`config.mk`:
```
export PLATFORM = sky130hd
export DESIGN_NAME = two_class_oldest_first_queue
export DESIGN_NICKNAME = d
export VERILOG_FILES = /design/src/rtl/tcq_pkg.sv /design/src/rtl/tcq_ram.sv /design/src/rtl/tcq_fifo.sv /design/src/rtl/two_class_oldest_first_queue.sv
export SDC_FILE = /design/constraint.sdc
export NUM_CORES = 1
export LEC_CHECK = 0
export ABC_AREA = 0
export BUFFER_PORTS_ARGS = -buffer_cell sky130_fd_sc_hd__buf_2
export CAP_MARGIN = 10
export CELL_PAD_IN_SITES_DETAIL_PLACEMENT = 1
export CELL_PAD_IN_SITES_GLOBAL_PLACEMENT = 2
export CORE_ASPECT_RATIO = 0.75
export CORE_MARGIN = 2
export CORE_UTILIZATION = 40
export CTS_CLUSTER_SIZE = 40
export DETAILED_ROUTE_END_ITERATION = 10
export GPL_TIMING_DRIVEN = 0
export PLACE_DENSITY = 0.69
export SLEW_MARGIN = 30
export SYNTH_ARGS = -nofsm -noshare
export SYNTH_HDL_FRONTEND = slang
export SYNTH_SLANG_ARGS = --single-unit
```
`constraint.sdc`:
```
create_clock -name clk -period 15.45 [get_ports clk]
set_input_delay 4.635 -clock clk [delete_from_list [all_inputs] [get_ports clk]]
set_output_delay 4.635 -clock clk [all_outputs]
set_load 0.02 [all_outputs]
```
`src/rtl/tcq_pkg.sv`:
```
// ----------------------------------------------------------------------------
// Two-class oldest-first queue package
// Request and result types and the operation and status codes.
// ----------------------------------------------------------------------------
package tcq_pkg;

  localparam int FIELD_W = 16;

  typedef enum logic [1:0] {
    MODE_ENQ     = 2'd0,
    MODE_DEQ_ANY = 2'd1,
    MODE_DEQ_A   = 2'd2,
    MODE_DEQ_B   = 2'd3
  } mode_t;

  typedef enum logic [1:0] {
    ST_ENQUEUED = 2'd0,
    ST_DEQUEUED = 2'd1,
    ST_EMPTY    = 2'd2,
    ST_FULL     = 2'd3
  } status_t;

  localparam logic CLASS_A = 1'b0;
  localparam logic CLASS_B = 1'b1;

  typedef struct packed {
    mode_t               mode;
    logic                item_class;
    logic [FIELD_W-1:0]  item_tag;
  } in_t;

  typedef struct packed {
    status_t             status;
    logic                out_class;
    logic [FIELD_W-1:0]  out_tag;
    logic [FIELD_W-1:0]  out_stamp;
  } out_t;

endpackage

```
`src/rtl/tcq_ram.sv`:
```
// ----------------------------------------------------------------------------
// Generic RAM
// One write port and one read port with registered read data.
// ----------------------------------------------------------------------------
module tcq_ram #(
  parameter int WIDTH = 32,
  parameter int DEPTH = 16
) (
  input  logic                     clk,
  input  logic                     we,
  input  logic [$clog2(DEPTH)-1:0] waddr,
  input  logic [WIDTH-1:0]         wdata,
  input  logic [$clog2(DEPTH)-1:0] raddr,
  output logic [WIDTH-1:0]         rdata
);

  logic [WIDTH-1:0] mem [DEPTH];
  logic [WIDTH-1:0] rdata_r;

  always_ff @(posedge clk) begin
    if (we) begin
      mem[waddr] <= wdata;
    end
    rdata_r <= mem[raddr];
  end

  assign rdata = rdata_r;

endmodule

```
`src/rtl/tcq_fifo.sv`:
```
// ----------------------------------------------------------------------------
// Class FIFO
// Circular buffer in a RAM with the head entry prefetched so that it is
// visible in the same cycle that a request decides on it.
// ----------------------------------------------------------------------------
module tcq_fifo #(
  parameter int WIDTH = 32,
  parameter int DEPTH = 16
) (
  input  logic             clk,
  input  logic             rst_n,
  input  logic             push,
  input  logic [WIDTH-1:0] push_data,
  input  logic             pop,
  output logic [WIDTH-1:0] head_data,
  output logic             empty,
  output logic             full
);

  localparam int PW = $clog2(DEPTH);
  localparam int CW = $clog2(DEPTH + 1);

  logic [PW-1:0]    head_r, head_nxt;
  logic [PW-1:0]    tail_r, tail_nxt;
  logic [CW-1:0]    count_r, count_nxt;
  logic             byp_r;
  logic [WIDTH-1:0] byp_data_r;
  logic [WIDTH-1:0] ram_rdata;

  function automatic logic [PW-1:0] next_ptr(input logic [PW-1:0] p);
    return (p == PW'(DEPTH - 1)) ? '0 : p + 1'b1;
  endfunction

  always_comb begin
    head_nxt  = pop  ? next_ptr(head_r) : head_r;
    tail_nxt  = push ? next_ptr(tail_r) : tail_r;
    count_nxt = count_r + CW'(push) - CW'(pop);
  end

  tcq_ram #(
    .WIDTH(WIDTH),
    .DEPTH(DEPTH)
  ) u_ram (
    .clk  (clk),
    .we   (push),
    .waddr(tail_r),
    .wdata(push_data),
    .raddr(head_nxt),
    .rdata(ram_rdata)
  );

  // A write to the entry being prefetched is forwarded around the RAM.
  always_ff @(posedge clk) begin
    if (!rst_n) begin
      head_r  <= '0;
      tail_r  <= '0;
      count_r <= '0;
      byp_r   <= 1'b0;
    end else begin
      head_r  <= head_nxt;
      tail_r  <= tail_nxt;
      count_r <= count_nxt;
      byp_r   <= push && (tail_r == head_nxt);
    end
    byp_data_r <= push_data;
  end

  assign head_data = byp_r ? byp_data_r : ram_rdata;
  assign empty     = (count_r == '0);
  assign full      = (count_r == CW'(DEPTH));

endmodule

```
`src/rtl/two_class_oldest_first_queue.sv`:
```
// ----------------------------------------------------------------------------
// Two-class oldest-first queue
// Output: the result of an accepted request is in the output register in the next cycle.
// Throughput: one request per cycle unless out_stall holds a valid result; the FIFO
// head entries are prefetched from their RAMs so each request is decided in a single pass.
// Reset: rst_n clears pointers, counts, the arrival counter and the output valid.
// ----------------------------------------------------------------------------
module two_class_oldest_first_queue #(
  parameter int QUEUE_DEPTH = 16,
  parameter int TAG_WIDTH   = 16,
  parameter int STAMP_WIDTH = 16
) (
  input  logic          clk,
  input  logic          rst_n,
  input  logic          in_valid,
  output logic          in_stall,
  input  tcq_pkg::in_t  in_data,
  output logic          out_valid,
  input  logic          out_stall,
  output tcq_pkg::out_t out_data
);

  import tcq_pkg::*;

  localparam int EW     = TAG_WIDTH + STAMP_WIDTH;
  localparam int TAG_IN = (TAG_WIDTH < FIELD_W) ? TAG_WIDTH : FIELD_W;
  localparam int STP_IN = (STAMP_WIDTH < FIELD_W) ? STAMP_WIDTH : FIELD_W;

  logic                   accept;
  logic [STAMP_WIDTH-1:0] arrival_r, arrival_nxt;
  logic                   out_valid_r, out_valid_nxt;
  out_t                   out_data_r;
  out_t                   res;
  logic                   push_a, push_b, pop_a, pop_b;
  logic                   take_a, take_b;
  logic [EW-1:0]          push_data;
  logic [EW-1:0]          head_a, head_b, head_sel;
  logic                   empty_a, empty_b, full_a, full_b;
  logic [STAMP_WIDTH-1:0] stamp_diff;
  logic                   a_older;
  logic                   tgt_full;

  assign in_stall = out_valid_r && out_stall;
  assign accept   = in_valid && !in_stall;

  assign push_data = {TAG_WIDTH'(in_data.item_tag[TAG_IN-1:0]), arrival_r};

  assign stamp_diff = head_a[STAMP_WIDTH-1:0] - head_b[STAMP_WIDTH-1:0];
  assign a_older    = stamp_diff[STAMP_WIDTH-1];
  assign tgt_full   = (in_data.item_class == CLASS_B) ? full_b : full_a;

  always_comb begin
    take_a = 1'b0;
    take_b = 1'b0;
    case (in_data.mode)
      MODE_DEQ_A: begin
        take_a = !empty_a;
      end
      MODE_DEQ_B: begin
        take_b = !empty_b;
      end
      MODE_DEQ_ANY: begin
        if (empty_a) begin
          take_b = !empty_b;
        end else if (empty_b) begin
          take_a = 1'b1;
        end else begin
          take_a = a_older;
          take_b = !a_older;
        end
      end
      default: begin
        take_a = 1'b0;
        take_b = 1'b0;
      end
    endcase
  end

  assign head_sel = take_b ? head_b : head_a;

  always_comb begin
    res           = '0;
    res.status    = ST_EMPTY;
    push_a        = 1'b0;
    push_b        = 1'b0;
    arrival_nxt   = arrival_r;
    if (in_data.mode == MODE_ENQ) begin
      res.out_class = in_data.item_class;
      if (tgt_full) begin
        res.status = ST_FULL;
      end else begin
        res.status    = ST_ENQUEUED;
        res.out_stamp = FIELD_W'(arrival_r[STP_IN-1:0]);
        push_a        = accept && (in_data.item_class == CLASS_A);
        push_b        = accept && (in_data.item_class == CLASS_B);
        if (accept) begin
          arrival_nxt = arrival_r + 1'b1;
        end
      end
    end else if (take_a || take_b) begin
      res.status    = ST_DEQUEUED;
      res.out_class = take_b ? CLASS_B : CLASS_A;
      res.out_tag   = FIELD_W'(head_sel[STAMP_WIDTH +: TAG_IN]);
      res.out_stamp = FIELD_W'(head_sel[STP_IN-1:0]);
    end
  end

  assign pop_a = accept && take_a;
  assign pop_b = accept && take_b;

  tcq_fifo #(
    .WIDTH(EW),
    .DEPTH(QUEUE_DEPTH)
  ) u_fifo_a (
    .clk      (clk),
    .rst_n    (rst_n),
    .push     (push_a),
    .push_data(push_data),
    .pop      (pop_a),
    .head_data(head_a),
    .empty    (empty_a),
    .full     (full_a)
  );

  tcq_fifo #(
    .WIDTH(EW),
    .DEPTH(QUEUE_DEPTH)
  ) u_fifo_b (
    .clk      (clk),
    .rst_n    (rst_n),
    .push     (push_b),
    .push_data(push_data),
    .pop      (pop_b),
    .head_data(head_b),
    .empty    (empty_b),
    .full     (full_b)
  );

  assign out_valid_nxt = accept || (out_valid_r && out_stall);

  always_ff @(posedge clk) begin
    if (!rst_n) begin
      arrival_r   <= '0;
      out_valid_r <= 1'b0;
    end else begin
      arrival_r   <= arrival_nxt;
      out_valid_r <= out_valid_nxt;
    end
    if (accept) begin
      out_data_r <= res;
    end
  end

  assign out_valid = out_valid_r;
  assign out_data  = out_data_r;

endmodule
```
==> metrics.yaml <==
drv_cap: 0
rsz0062_at_grt: "false"
worstPathArrival_ns: 5.01
leakagePower_nw: 19.11
ir_drop_uv: 105.6
setup.worst_path.end_class: "primary output"
die_y_um: 301.2
cts-htree-levels: 3
synth_seq_cells: 1200
antenna_found_initial: 11
final_net_count: 3551
ys.flop_type: "edfxtp_1"
fin_worst_skew_ns: 0.03295
slew_violations: 0
cp_num_buf_inv: 3
syn_inst: 3210
synth-simple-area-share_pct: 9.081
worst_slew_pin_slew_ns: 1.012
wirelength_um: 150700
min-delay-start: "arrival_r[14]"
yosysSeqAreaShare_pct: 73.50
drc_errors: 0
outcome: "complete, no violations"
fin_crit_ns: 9.647
gp_congestion: 0.8590
grt_pass1_wl_um: 216500
final_area_um2: 55290
place_area_um2: 51330
synth_top_family_by_area: "simple AND/OR/NAND/NOR gates"
dr_total_vias: 29390
synth_xor_area_share_pct: 0.6880
max_stage_delay_ns: 0.15
grt_max_degree: 38
grt_util_all_layers_pct: 24.89
dr.pass1.iters: 5
synthAdderAreaFrac_pct: 1.174
clockRootBuffer: "clkbuf_16"
synthArstFlopShare_pct: 0
syn_nets: 3276
max_freq_mhz: 103.7
hold_depth: 0
yosys_warnings: 0
synth_edf_count: 1059
cts_tree: "yes"
crit_fanout: 2
netlist_area_um2: 47110
finalCritPeriodShare_pct: 62.44
finalHoldViolations: 0
cpMostUsedCell: "buf_2"
rr_endpoint: "u_fifo_b.u_ram.rdata[28]"
io_buffers: 59
worstHoldPathType: "reg2reg"
clkSinkCount: 1200
setup_viol: 0
r2r_slack_ns: 8.16
cts_buffer_depth: 3
hold_end: "u_fifo_b.byp_data_r[14]"
cts_setup_buffers: 0
drt-initial-drc-count: 2898
core_area_um2: 116200
synth_mux_area_share_pct: 4.582
cts_resized: 0
hpwlAfterDp_um: 106900
wire_per_inst_um: 29.36
crit_type: "in2out"
slew_headroom_pct: 32.26
syn_to_final_growth_pct: 17.37
place_inst: 4905
die-area_um2: 120600
ctsHoldBuffers: 0
clock_latency_ns: 0.75
drive_gt1_share_pct: 13.46
reg2reg_from: "u_fifo_b.byp_r"
gr-total-overflow: 0
start_util_pct: 40.53
cp_cell_sequence: "buf_2, nand2_1, inv_1, buf_2"
syn_avg_cell_area_um2: 14.67
drt-vias-per-instance: 5.727
io_pins: 60
antenna_left: 0
fin_tns_setup_ns: 0
p_per_area_nw_per_um2: 153.5
synth_compound_area_share_pct: 8.813
numCtsBuffers: 117
first_global_vias: 30140
cpLargestDelayFamily: "buffers and inverters"
num_rows: 108
worstPathRequired_ns: 10.82
ys_types: 70
fin_cells: 5132
slowest_stage: "buf_2"
startpoint_type: "input pin"
rr_worst_depth: 15
clk_pin_slew_ns: 0.06
die_w_um: 400.3
## registers in the layout, summed over array words and instances, names as in the netlist, 4 cells and up
register,flops
arrival_r,16
out_data,35
u_fifo_a.count_r,5
u_fifo_a.head_r,4
u_fifo_a.tail_r,4
u_fifo_a.u_ram.mem,512
u_fifo_a.u_ram.rdata,32
u_fifo_b.byp_data_r,32
u_fifo_b.count_r,5
u_fifo_b.head_r,4
u_fifo_b.tail_r,4
u_fifo_b.u_ram.mem,512
u_fifo_b.u_ram.rdata,32
## cells by family (layout without fill, tap and decap cells)
family                     after synthesis  in the layout
AOI/OAI and AO/OA                      590            590
xor gates and xnor gates                37             37
adders and majority gates               43             43
buffers and inverters                  236            615
DFF                                   1200           1200
muxes                                  210            210
other                                    0              3
and+or+nand+nor                        894            894
## per-stage QoR
step / setup WS (ns) / total power [mW] / hold slack (ns) / util, %
after floorplan: 5.935 / 4.830 / 0.4960 / -
after global placement: 2.397 / 5.526 / 0.5154 / 42.45
after detailed placement: 5.796 / 5.584 / 0.4484 / 44.17
after CTS: 5.794 / 8.517 / 0.4762 / 47.56
after global routing: 5.737 / 8.792 / 0.4857 / 47.57
final: 5.803 / 8.486 / 0.4848 / 47.58
## placed cells by master (no fill, tap or decap), types with 7 or more instances in the layout
| cell | instances |
|---|---|
| buf_1 | 29 |
| bufinv_16 | 9 |
| buf_16 | 46 |
| nand4_1 | 13 |
| a31oi_1 | 39 |
| nor2b_1 | 126 |
| nor2_1 | 68 |
| a21oi_1 | 130 |
| clkbuf_1 | 137 |
| clkbuf_16 | 124 |
| a22o_1 | 15 |
| nor2_4 | 24 |
| o221ai_1 | 25 |
| clkbuf_8 | 12 |
| and3_1 | 35 |
| xor2_1 | 9 |
| nand2_1 | 421 |
| and2_1 | 29 |
| mux2_2 | 14 |
| a221oi_1 | 39 |
| a211oi_1 | 246 |
| clkinv_2 | 19 |
| xnor2_1 | 26 |
| o311ai_0 | 23 |
| buf_4 | 46 |
| ha_1 | 41 |
| buf_2 | 124 |
| mux2i_1 | 185 |
| or4_1 | 38 |
| dfxtp_2 | 16 |
| nor3_2 | 8 |
| nand3_1 | 87 |
| mux2_1 | 7 |
| edfxtp_1 | 1059 |
| clkinv_1 | 14 |
| inv_1 | 32 |
| o21ai_0 | 42 |
| dfxtp_1 | 125 |
| nand2b_1 | 11 |
## worst max-delay path by stage
stage	from	to	slack [ns]	depth (start not counted)
detailed placement	out_stall	in_stall	5.80	4
floorplan	out_stall	u_fifo_a.u_ram.mem[3][0]	5.93	9
CTS	out_stall	in_stall	5.79	4
finish	out_stall	in_stall	5.80	4
global placement	out_stall	u_fifo_a.u_ram.mem[0][27]	2.40	10
global route	out_stall	in_stall	5.74	4
## cells in the mapped netlist (all sizes together), types with 9 or more instances
master  number  area [µm²]
a31oi       39       244.0
xnor2       28       245.2
nor2        92       345.3
o21ai       43       215.2
nand3       87       435.4
a211oi     246        1847
a221oi      39       341.6
inv         33       123.9
and3        35       219.0
a21oi      130       650.6
xor2         9       78.83
dfxtp      141        2823
clkbuf     100       376.6
nor2b      126       788.3
mux2        22       251.5
o311ai      26       235.2
nand4       13       81.33
a22o        15       131.4
nand2b      11       68.82
nor3        11       55.05
nand2      422        1587
mux2i      186        1862
or4         38       285.3
o221ai      26       227.7
ha          41       513.0
edfxtp    1059       31800
buf        103       516.7
and2        29       181.4
## routing by layer
layer | track usage [%] | part of all wire, % | up-vias
li1 | - | - | 12830
met5 | 0 | 0 | -
met3 | 5.017 | 7.7 | 133
met2 | 36.00 | 42 | 992
met4 | 3.986 | 1.2 | 0
met1 | 39.07 | 49 | 15440
## power breakdown
group          internal (mW)  switching [mW]
Sequential              3.62          0.0618
Clock                   1.68            1.26
Combinational          0.575            1.29
Total                   5.88            2.61
## cell type report
cell class	instances	area [µm²]
diodes	3	7.507
fillers	11410	60920
flip-flops and latches	1200	34640
clock buffers	176	3418
repair buffers	156	2037
clock inverters	47	516.7
multi-input cells	1774	11720
well taps	1540	1927
inverters	33	123.9
plain buffers	203	895.9
Note: power is estimated with default switching activity, not from simulation.
